$ cat config.mk
export PLATFORM = sky130hd
export DESIGN_NAME = utf8_byte_stream_decoder
export DESIGN_NICKNAME = d
export VERILOG_FILES = /design/src/hw/rtl/u8d_pkg.sv /design/src/hw/rtl/u8d_in_stage.sv /design/src/hw/rtl/u8d_core.sv /design/src/hw/rtl/utf8_byte_stream_decoder.sv
export SDC_FILE = /design/constraint.sdc
export NUM_CORES = 1
export LEC_CHECK = 0
export ABC_AREA = 0
export BUFFER_PORTS_ARGS = -buffer_cell sky130_fd_sc_hd__buf_2
export CORE_MARGIN = 5
export CORE_UTILIZATION = 50
export DETAILED_ROUTE_END_ITERATION = 10
export PLACE_DENSITY = 0.73
export SLEW_MARGIN = 25
export SYNTH_ARGS = -nofsm -noshare
export SYNTH_HDL_FRONTEND = slang
export SYNTH_SLANG_ARGS = --single-unit
$ cat constraint.sdc
create_clock -name clk_i -period 2.75 [get_ports clk_i]
set_clock_uncertainty 0.15 [all_clocks]
set_input_delay 0.1375 -clock clk_i [delete_from_list [all_inputs] [get_ports clk_i]]
set_output_delay 0.1375 -clock clk_i [all_outputs]
set_load 0.1 [all_outputs]
$ cat src/hw/rtl/u8d_pkg.sv
// Package for the UTF-8 byte stream decoder.
// Holds the shared field widths, item types, lead byte patterns and the lead classifier.
// No dependencies.
`timescale 1ns / 1ps

package u8d_pkg;

  localparam int unsigned ByteWidth    = 8;
  localparam int unsigned CpWidth      = 21;
  localparam int unsigned PendingWidth = 2;
  localparam int unsigned ContBits     = 6;

  typedef logic [ByteWidth-1:0]    byte_t;
  typedef logic [CpWidth-1:0]      cp_t;
  typedef logic [PendingWidth-1:0] pending_t;

  // One input item as it leaves the input register.
  typedef struct packed {
    byte_t data;
    logic  last;
  } in_item_t;

  // One result item.
  typedef struct packed {
    cp_t  code_point;
    logic end_of_text;
  } out_item_t;

  // Lead byte masks, patterns and payload masks.
  localparam byte_t AsciiMask   = 8'h80;
  localparam byte_t Lead2Mask   = 8'hE0;
  localparam byte_t Lead2Pat    = 8'hC0;
  localparam byte_t Lead3Mask   = 8'hF0;
  localparam byte_t Lead3Pat    = 8'hE0;
  localparam byte_t Lead4Mask   = 8'hF8;
  localparam byte_t Lead4Pat    = 8'hF0;
  localparam byte_t Lead2Data   = 8'h1F;
  localparam byte_t Lead3Data   = 8'h0F;
  localparam byte_t Lead4Data   = 8'h07;
  localparam byte_t ContMask    = 8'hC0;
  localparam byte_t ContPat     = 8'h80;
  localparam byte_t ContData    = 8'h3F;

  localparam pending_t Pending2 = 2'd1;
  localparam pending_t Pending3 = 2'd2;
  localparam pending_t Pending4 = 2'd3;

  typedef enum logic [2:0] {
    LeadAscii,
    Lead2,
    Lead3,
    Lead4,
    LeadBad
  } lead_e;

  function automatic lead_e classify_lead(input byte_t b);
    lead_e cls;
    if ((b & AsciiMask) == 8'h00) begin
      cls = LeadAscii;
    end else if ((b & Lead2Mask) == Lead2Pat) begin
      cls = Lead2;
    end else if ((b & Lead3Mask) == Lead3Pat) begin
      cls = Lead3;
    end else if ((b & Lead4Mask) == Lead4Pat) begin
      cls = Lead4;
    end else begin
      cls = LeadBad;
    end
    return cls;
  endfunction

endpackage

$ cat src/hw/rtl/u8d_in_stage.sv
// Input register stage of the UTF-8 byte stream decoder.
// Depends on u8d_pkg for the byte and item types.
`timescale 1ns / 1ps

module u8d_in_stage import u8d_pkg::*; (
  input  logic     clk_i,
  input  logic     rst_ni,
  input  logic     in_valid_i,
  output logic     in_ready_o,
  input  byte_t    byte_in_i,
  input  logic     last_byte_i,
  output logic     item_valid_o,
  input  logic     item_take_i,
  output in_item_t item_o
);

  logic     valid_q, valid_d;
  in_item_t item_q;

  // The register frees up in the same cycle that the core takes its item.
  assign in_ready_o = !valid_q || item_take_i;
  assign valid_d    = (in_valid_i && in_ready_o) || (valid_q && !item_take_i);

  always_ff @(posedge clk_i or negedge rst_ni) begin
    if (!rst_ni) begin
      valid_q <= 1'b0;
    end else begin
      valid_q <= valid_d;
    end
  end

  always_ff @(posedge clk_i) begin
    if (in_valid_i && in_ready_o) begin
      item_q.data <= byte_in_i;
      item_q.last <= last_byte_i;
    end
  end

  assign item_valid_o = valid_q;
  assign item_o       = item_q;

endmodule

$ cat src/hw/rtl/u8d_core.sv
// Decode core of the UTF-8 byte stream decoder: sequence state, decode step and result register.
// Depends on u8d_pkg for types, lead patterns and the lead classifier.
`timescale 1ns / 1ps

module u8d_core import u8d_pkg::*; (
  input  logic      clk_i,
  input  logic      rst_ni,
  input  logic      item_valid_i,
  output logic      item_take_o,
  input  in_item_t  item_i,
  output logic      out_valid_o,
  input  logic      out_ready_i,
  output out_item_t out_item_o
);

  pending_t  pending_q, pending_d;
  cp_t       acc_q, acc_d;
  logic      still_valid_q, still_valid_d;
  logic      out_valid_q, out_valid_d;
  out_item_t out_q;

  logic      emit;
  cp_t       emit_cp;
  lead_e     lead;
  pending_t  pending_dec;
  cp_t       acc_step;

  // A step runs whenever an item waits and the result register is free or being emptied.
  assign item_take_o = item_valid_i && (!out_valid_q || out_ready_i);

  assign lead        = classify_lead(item_i.data);
  assign pending_dec = pending_q - 2'd1;
  assign acc_step    = {acc_q[CpWidth-ContBits-1:0], item_i.data[ContBits-1:0] & ContData[ContBits-1:0]};

  always_comb begin
    pending_d     = pending_q;
    acc_d         = acc_q;
    still_valid_d = still_valid_q;
    emit          = 1'b0;
    emit_cp       = acc_q;

    if (pending_q == '0) begin
      case (lead)
        LeadAscii: begin
          emit    = 1'b1;
          emit_cp = cp_t'(item_i.data);
        end
        Lead2: begin
          acc_d         = cp_t'(item_i.data & Lead2Data);
          pending_d     = Pending2;
          still_valid_d = 1'b1;
        end
        Lead3: begin
          acc_d         = cp_t'(item_i.data & Lead3Data);
          pending_d     = Pending3;
          still_valid_d = 1'b1;
        end
        Lead4: begin
          acc_d         = cp_t'(item_i.data & Lead4Data);
          pending_d     = Pending4;
          still_valid_d = 1'b1;
        end
        default: begin
          // An invalid lead byte is dropped without a result.
        end
      endcase
      // A string that ends on a lead byte emits just the lead payload.
      if (item_i.last && lead != LeadBad && lead != LeadAscii) begin
        emit    = 1'b1;
        emit_cp = acc_d;
      end
    end else begin
      if (still_valid_q && ((item_i.data & ContMask) == ContPat)) begin
        acc_d = acc_step;
      end else begin
        still_valid_d = 1'b0;
      end
      pending_d = pending_dec;
      if (pending_dec == '0 || item_i.last) begin
        emit    = 1'b1;
        emit_cp = acc_d;
      end
    end

    // Every result and every last byte returns the sequence state to its reset values.
    if (emit || item_i.last) begin
      pending_d     = '0;
      acc_d         = '0;
      still_valid_d = 1'b1;
    end
  end

  assign out_valid_d = (item_take_o && emit) || (out_valid_q && !out_ready_i);

  always_ff @(posedge clk_i or negedge rst_ni) begin
    if (!rst_ni) begin
      pending_q     <= '0;
      acc_q         <= '0;
      still_valid_q <= 1'b1;
      out_valid_q   <= 1'b0;
    end else begin
      if (item_take_o) begin
        pending_q     <= pending_d;
        acc_q         <= acc_d;
        still_valid_q <= still_valid_d;
      end
      out_valid_q <= out_valid_d;
    end
  end

  always_ff @(posedge clk_i) begin
    if (item_take_o && emit) begin
      out_q.code_point  <= emit_cp;
      out_q.end_of_text <= item_i.last;
    end
  end

  assign out_valid_o = out_valid_q;
  assign out_item_o  = out_q;

endmodule

$ cat src/hw/rtl/utf8_byte_stream_decoder.sv
// A byte goes from the input register through the decode step into the result register.
// Throughput: one byte per cycle unless a result stalls, set by the single decode step.
// A byte is transferred while an earlier result still waits; only a full pipe stalls the input.
// Reset (rst_ni low, asynchronous) empties both registers and clears the open sequence.
// Top level of the UTF-8 byte stream decoder; depends on u8d_pkg, u8d_in_stage and u8d_core.
`timescale 1ns / 1ps

module utf8_byte_stream_decoder import u8d_pkg::*; (
  input  logic  clk_i,
  input  logic  rst_ni,
  input  logic  in_valid_i,
  output logic  in_ready_o,
  input  byte_t byte_in_i,
  input  logic  last_byte_i,
  output logic  out_valid_o,
  input  logic  out_ready_i,
  output cp_t   code_point_o,
  output logic  end_of_text_o
);

  logic      item_valid;
  logic      item_take;
  in_item_t  item;
  out_item_t out_item;

  u8d_in_stage u_in_stage (
    .clk_i        (clk_i),
    .rst_ni       (rst_ni),
    .in_valid_i   (in_valid_i),
    .in_ready_o   (in_ready_o),
    .byte_in_i    (byte_in_i),
    .last_byte_i  (last_byte_i),
    .item_valid_o (item_valid),
    .item_take_i  (item_take),
    .item_o       (item)
  );

  u8d_core u_core (
    .clk_i        (clk_i),
    .rst_ni       (rst_ni),
    .item_valid_i (item_valid),
    .item_take_o  (item_take),
    .item_i       (item),
    .out_valid_o  (out_valid_o),
    .out_ready_i  (out_ready_i),
    .out_item_o   (out_item)
  );

  assign code_point_o  = out_item.code_point;
  assign end_of_text_o = out_item.end_of_text;

endmodule

**After elaboration in Yosys (flattened, before gate mapping)**

Cells that the tools add are included.

- Register bits after elaboration: 57
- Input port bits: 13
- Output and inout bits: 24
- Logic and storage cells: 70

- $add $sub $neg: 1
- Eq/ne operators: 11
- Muxes and demuxes: 23
- Reduce and logical (&&, ||, !) cells: 26

Operator list:

| kind | number |
|---|---|
| $mux 21 | 7 |
| $pmux 21 s3 | 1 |
| $mux 3 | 4 |
| $logic_and 1x1->1 | 8 |
| $logic_not 8->1 | 1 |
| $mux 1 | 8 |
| $eq 3x2->1 const B | 2 |
| $logic_or 1x1->1 | 6 |
| $ne 3x3->1 const B | 2 |
| $pmux 2 s3 | 1 |
| $eq 5x5->1 const B | 1 |
| $ne 5x5->1 const B | 1 |
| $eq 4x4->1 const B | 1 |
| $logic_not 1->1 | 4 |
| $logic_not 2->1 | 2 |
| $mux 2 | 2 |
| $eq 3x1->1 const B | 1 |
| $eq 3x3->1 const B | 1 |
| $logic_not 3->1 | 1 |
| $ne 3x2->1 const B | 1 |
| $reduce_and 3->1 | 1 |
| $reduce_bool 3->1 | 1 |
| $reduce_or 3->1 | 1 |
| $eq 2x2->1 const B | 1 |
| other kinds (2) | 2 |

**Depth between registers and ports, before layout**

- Depth after elaboration: 13
- Depth in mapped cells: 7
- Mapped depth without buffers: 4

**Modules after synthesis**

Synthesis repeated with hierarchy kept, for this count alone.

- Cell total of the unflattened synthesis: 185
- Area total of the unflattened synthesis: 2,517.4 sq um

By module, submodules not included:

| module | times used | cells an instance | area each (sq um) | sequential area each (sq um) |
|---|---|---|---|---|
| u8d_core | 1 | 172 | 2,193.4 | 1,287.5 |
| u8d_in_stage | 1 | 13 | 324.1 | 295.3 |

**Worst setup path before layout**

No wires, ideal clock.

- Kind: reg-to-reg
- Start point: reg u_core.out_valid_q, in the netlist u_core.out_valid_o
- End point: reg u_core.out_q, in the netlist u_core.out_item_o[0] (enable)
- Library setup time: 0.401 ns
- Arrival time: 2.202 ns
- Data required time: 2.199 ns
- Setup slack: -0.002 ns
- Cell stages (with the launch flop): 4
- Buffers on the path: 0
- Period minus slack after synthesis: 2.752 ns
- Cells stage by stage: dfrtp_1 -> nand2b_1 -> nand2_1 -> nor2_1

- Longest elaborated chain between the ends: 4

RTL lines:

| item | line | source |
|---|---|---|
| start, declared | u8d_core.sv:19 | `logic out_valid_q, out_valid_d;` |
| start signal, assigned | u8d_core.sv:107 | `out_valid_q <= out_valid_d;` |
| $logic_not 1->1 | u8d_core.sv:29 | `assign item_take_o = item_valid_i && (!out_valid_q \|\| out_ready_i);` |
| $logic_or 1x1->1 | u8d_core.sv:29 |  |
| $logic_and 1x1->1 | u8d_core.sv:29 |  |
| $logic_and 1x1->1 | u8d_core.sv:112 | `if (item_take_o && emit) begin` |
| end, declared | u8d_core.sv:20 | `out_item_t out_q;` |

Every way passes these cells.
A chain may end at the register's enable or synchronous reset.

**Worst setup path in the final report**

- Start point: reg u_in_stage.item_q, in the netlist u_in_stage.item_o[8]
- End point: reg u_core.out_q, in the netlist u_core.out_item_o[2], data pin

- Longest elaborated chain between the ends: 10
- Elaborated cells between the ends (all ways): 24
- Classes of those cells: eq/ne: 8; mux: 10; reduce/logical: 6

RTL lines:

| item | line | source |
|---|---|---|
| start, declared | u8d_in_stage.sv:18 | `in_item_t item_q;` |
| branches (longest 9 deep; another with $pmux 21 s3) | -- |  |
| $mux 21 (*) | u8d_core.sv:42 | `if (pending_q == '0) begin` |
| net u_core.emit_cp[1] | u8d_core.sv:23 | `cp_t emit_cp;` |

Mark *: on every way through the listed nets, which the timed path passes.

==> metrics.yaml <==
run_status:
  outcome: "finished, final reports clean"
drt:
  wl_per_cell_um: 15.7
  finalWirelength_mm: 5.08
  vias: 1776
  via_per_inst: 5.48
  drcViolationCount: 0
  initial_detailed_routing_violation_count: 87
  detail_route.first_pass.iterations: 4
  final_antenna_net_count: 0
grt:
  vias_in_the_first_global_route: 1696
  grt_first_pass_wirelength_mm: 8.56
  maximum_number_of_pins_on_one_net_before_global_route_repair: 27
  antenna_violations_before_repair: 0
  grt_use_total_pct: 17.3
  grt-ovfl-total: 0
floorplan:
  std_cell_rows: 26
  dieArea_um2: 6840
  ioPinCount: 37
  die_width_um: 82.7
  die-height_um: 82.7
  core-area_um2: 5110
  floorplan.initialDensity_pct: 51.8
yosys:
  synth.net_count: 211
  main_combinational_cell_family_by_area_after_synthesis: "compound AO/OA/AOI/OAI gates"
  synth_async_sr_flop_share_pct: 45.6
  seq_area_frac_synth_pct: 59.9
  synth-main-ff-cell: "sky130_fd_sc_hd__edfxtp_1"
  synth.avg_cell_area_um2: 13.4
  adder_cell_area_share_of_the_yosys_netlist_pct: 0
  mappedNetlistArea_um2: 2640
  compound_gate_portion_of_the_synthesized_area_pct: 21.8
  synth_top_cells_by_area: "sky130_fd_sc_hd__edfxtp_1 (35%), sky130_fd_sc_hd__dfrtp_1 (24%), sky130_fd_sc_hd__a22o_1 (10%), sky130_fd_sc_hd__mux2i_1 (3.0%), sky130_fd_sc_hd__o21ai_0 (1.9%)"
  yosys.area.top_type_share_pct: 35.2
  syn_inst: 198
  synth_commonest_cells: "sky130_fd_sc_hd__a22o_1 (31), sky130_fd_sc_hd__edfxtp_1 (31), sky130_fd_sc_hd__dfrtp_1 (25), sky130_fd_sc_hd__nand2_1 (12), sky130_fd_sc_hd__o21ai_0 (10)"
  synth_enable_flop_cells: 31
  synthDistinctLibCells: 46
  synth.largest_area_cell: "sky130_fd_sc_hd__edfxtp_1"
  yosys-mux-area-fraction_pct: 4.31
  post_synth_xor_xnor_area_pct: 0
  yosys_warnings: 0
  synthSimpleGateAreaFrac_pct: 10.4
  ys_seq_elements: 57
pwr:
  vdd_drop_max_v: 0.000349
  power.internal_w: 0.00143
  power.static_leakage_nw: 1.32
  power.share.clock_pct: 30.1
  power.density_nw_per_um2: 709
  sequential_share_of_power_pct: 45.6
  power.net_switching_w: 0.000800
  power.total_w: 0.00223
  combinationalPowerShare_pct: 24.3
  switching_share_pct: 35.8
setup_path:
  critical_path.top_delay_family: "flip-flops"
  crit_arrival_ps: 2150
  type_of_the_worst_setup_path: "flop to flop"
  cp_cell_sequence: "nand3b_2 -> a21oi_2 -> a32oi_4 -> mux2_2"
  setup.worst_path.start_class: "flop"
  worstPathRequired_ps: 2680
  crit_path_max_fanout: 15
  slowest_stage: "sky130_fd_sc_hd__edfxtp_1"
  crit_path_end_kind: "flop"
  worst_setup_path_startpoint: "u_in_stage.item_o[8]"
  cp_num_buf_inv: 0
  rr_startpoint: "u_in_stage.item_o[8]"
  max_stage_delay_on_crit_path_ps: 600
clock_tree:
  cts_setup_buffers: 0
  tritoncts.num_buffers: 9
  htree_levels: 3
  worst_setup_hold_path_clk_slew_ps: 60
  post_cts_resized: 0
  numClockSinks: 57
  cts_tree: "done"
  number_of_buffers_on_the_longest_clock_path: 2
  clock_insertion_delay_worst_skew_ps: 340
  root_buffer: "sky130_fd_sc_hd__clkbuf_8"
  cts_hold_repair.buffers: 12
timing:
  post-route-period-util_pct: 80.5
  unrepaired_setup_endpoints_after_global_routing: "no"
  setup_viol: 0
  timing.final.crit_period_ps: 2210
  fin_ws_ps: 537
  tightestPinTransition_ps: 663
  max_clock_freq_mhz: 452
  hold_viol_final: 0
  max_slew_margin_pct: 55.7
  pins_over_their_slew_limit: 0
  totalNegativeSetupSlack_ps: 0
cells_and_area:
  fillers: 437
  post_route_cells_drive_above_1_share_pct: 28.0
  num_antenna_cells: 0
  final_util_pct: 61.7
  multi_input_comb_area_um2: 970
  layout.cell_area.non_filler_um2: 3150
  fin_nets: 262
  area_delta_synth_final_pct: 19.1
  register_area_um2: 1580
placement:
  port_buffers: 36
  half_perimeter_wire_length_after_placement_mm: 3.28
  post_dp_cell_area_um2: 2860
  globalplace.congestion: 0.853
  place_ws_ps: 255
min_path:
  min-delay-path-class: "input port to flop"
  min-delay-start: "out_ready_i"
run:
  timing.max_cap.violations: 0
metrics by stage:
step | hold WS [ps] | std cells
global placement | 23.6 | 296
global route | 134 | 324
floorplan | -308 | 198
finish | 94.5 | 324
detailed placement | 20.6 | 296
CTS | 78.5 | 324
cell families after synthesis:
family / after synthesis
and+or+nand+nor: 47
buffers and inverters: 14
AOI/OAI and AO/OA: 69
muxes: 11
DFF: 57
cell usage in the layout, fill, tap and decap left out, types with 4 or more instances in the layout:
cell	n
sky130_fd_sc_hd__dlygate4sd3_1	12
sky130_fd_sc_hd__nand2_1	12
sky130_fd_sc_hd__nand3_1	5
sky130_fd_sc_hd__dfrtp_1	25
sky130_fd_sc_hd__nor2_1	6
sky130_fd_sc_hd__nand2b_1	5
sky130_fd_sc_hd__o21ai_0	10
sky130_fd_sc_hd__nor2b_1	5
sky130_fd_sc_hd__mux2i_1	8
sky130_fd_sc_hd__buf_2	36
sky130_fd_sc_hd__clkbuf_8	10
sky130_fd_sc_hd__edfxtp_1	31
sky130_fd_sc_hd__a22o_1	31
sky130_fd_sc_hd__o22ai_1	4
sky130_fd_sc_hd__buf_4	4
area by class of cell:
class	count	area share [%]
sequential	57	50.3
multi-input combinational	127	30.8
timing repair buffer	52	10.5
clock buffer	10	4.37
tap	70	2.78
clock inverter	6	1.07
inverter	2	0.238
path summary, 6_finish.rpt:
check | end | slack (ps) | depth (start not counted)
min in group asynchronous | u_core.acc_q[4] | 200 | 2
hold / removal | u_core.out_valid_o | 90 | 3
max in group asynchronous | u_core.pending_q[1] | 1850 | 2
setup reg to reg | u_core.out_item_o[2] | 540 | 4
hold reg to reg | u_core.still_valid_q | 320 | 2
setup / recovery | u_core.out_item_o[2] | 540 | 4
sequential cells by signal, indices dropped and copies added (netlist names):
name and flops:
u_core.out_item_o 22, u_core.acc_q 21, u_in_stage.item_o 9, u_core.pending_q 2
u_core.out_valid_o 1, u_core.still_valid_q 1, u_in_stage.item_valid_o 1
power by group through the flow:
stage	clock network (W)	registers (W)	logic, W
after floorplan	0	0.00127	0.000200
after global placement	0	0.00103	0.000531
after detailed placement	0	0.00103	0.000532
after CTS	0.000682	0.00102	0.000546
after global routing	0.000736	0.00102	0.000576
final	0.000673	0.00102	0.000543
worst register-to-register path, cell delays in order (launching register included):
cell and delay [ps]:
sky130_fd_sc_hd__edfxtp_1 600, sky130_fd_sc_hd__nand3b_2 310, sky130_fd_sc_hd__a21oi_2 110, sky130_fd_sc_hd__a32oi_4 410, sky130_fd_sc_hd__mux2_2 390
per-layer routing:
layer / share of wire [%] / track usage, %
met5: 0 / 0
met4: 1.7 / 6.86
met3: 5.0 / 4.56
met2: 46 / 26.6
met1: 47 / 23.3
Power figures use the tool's default switching activity.
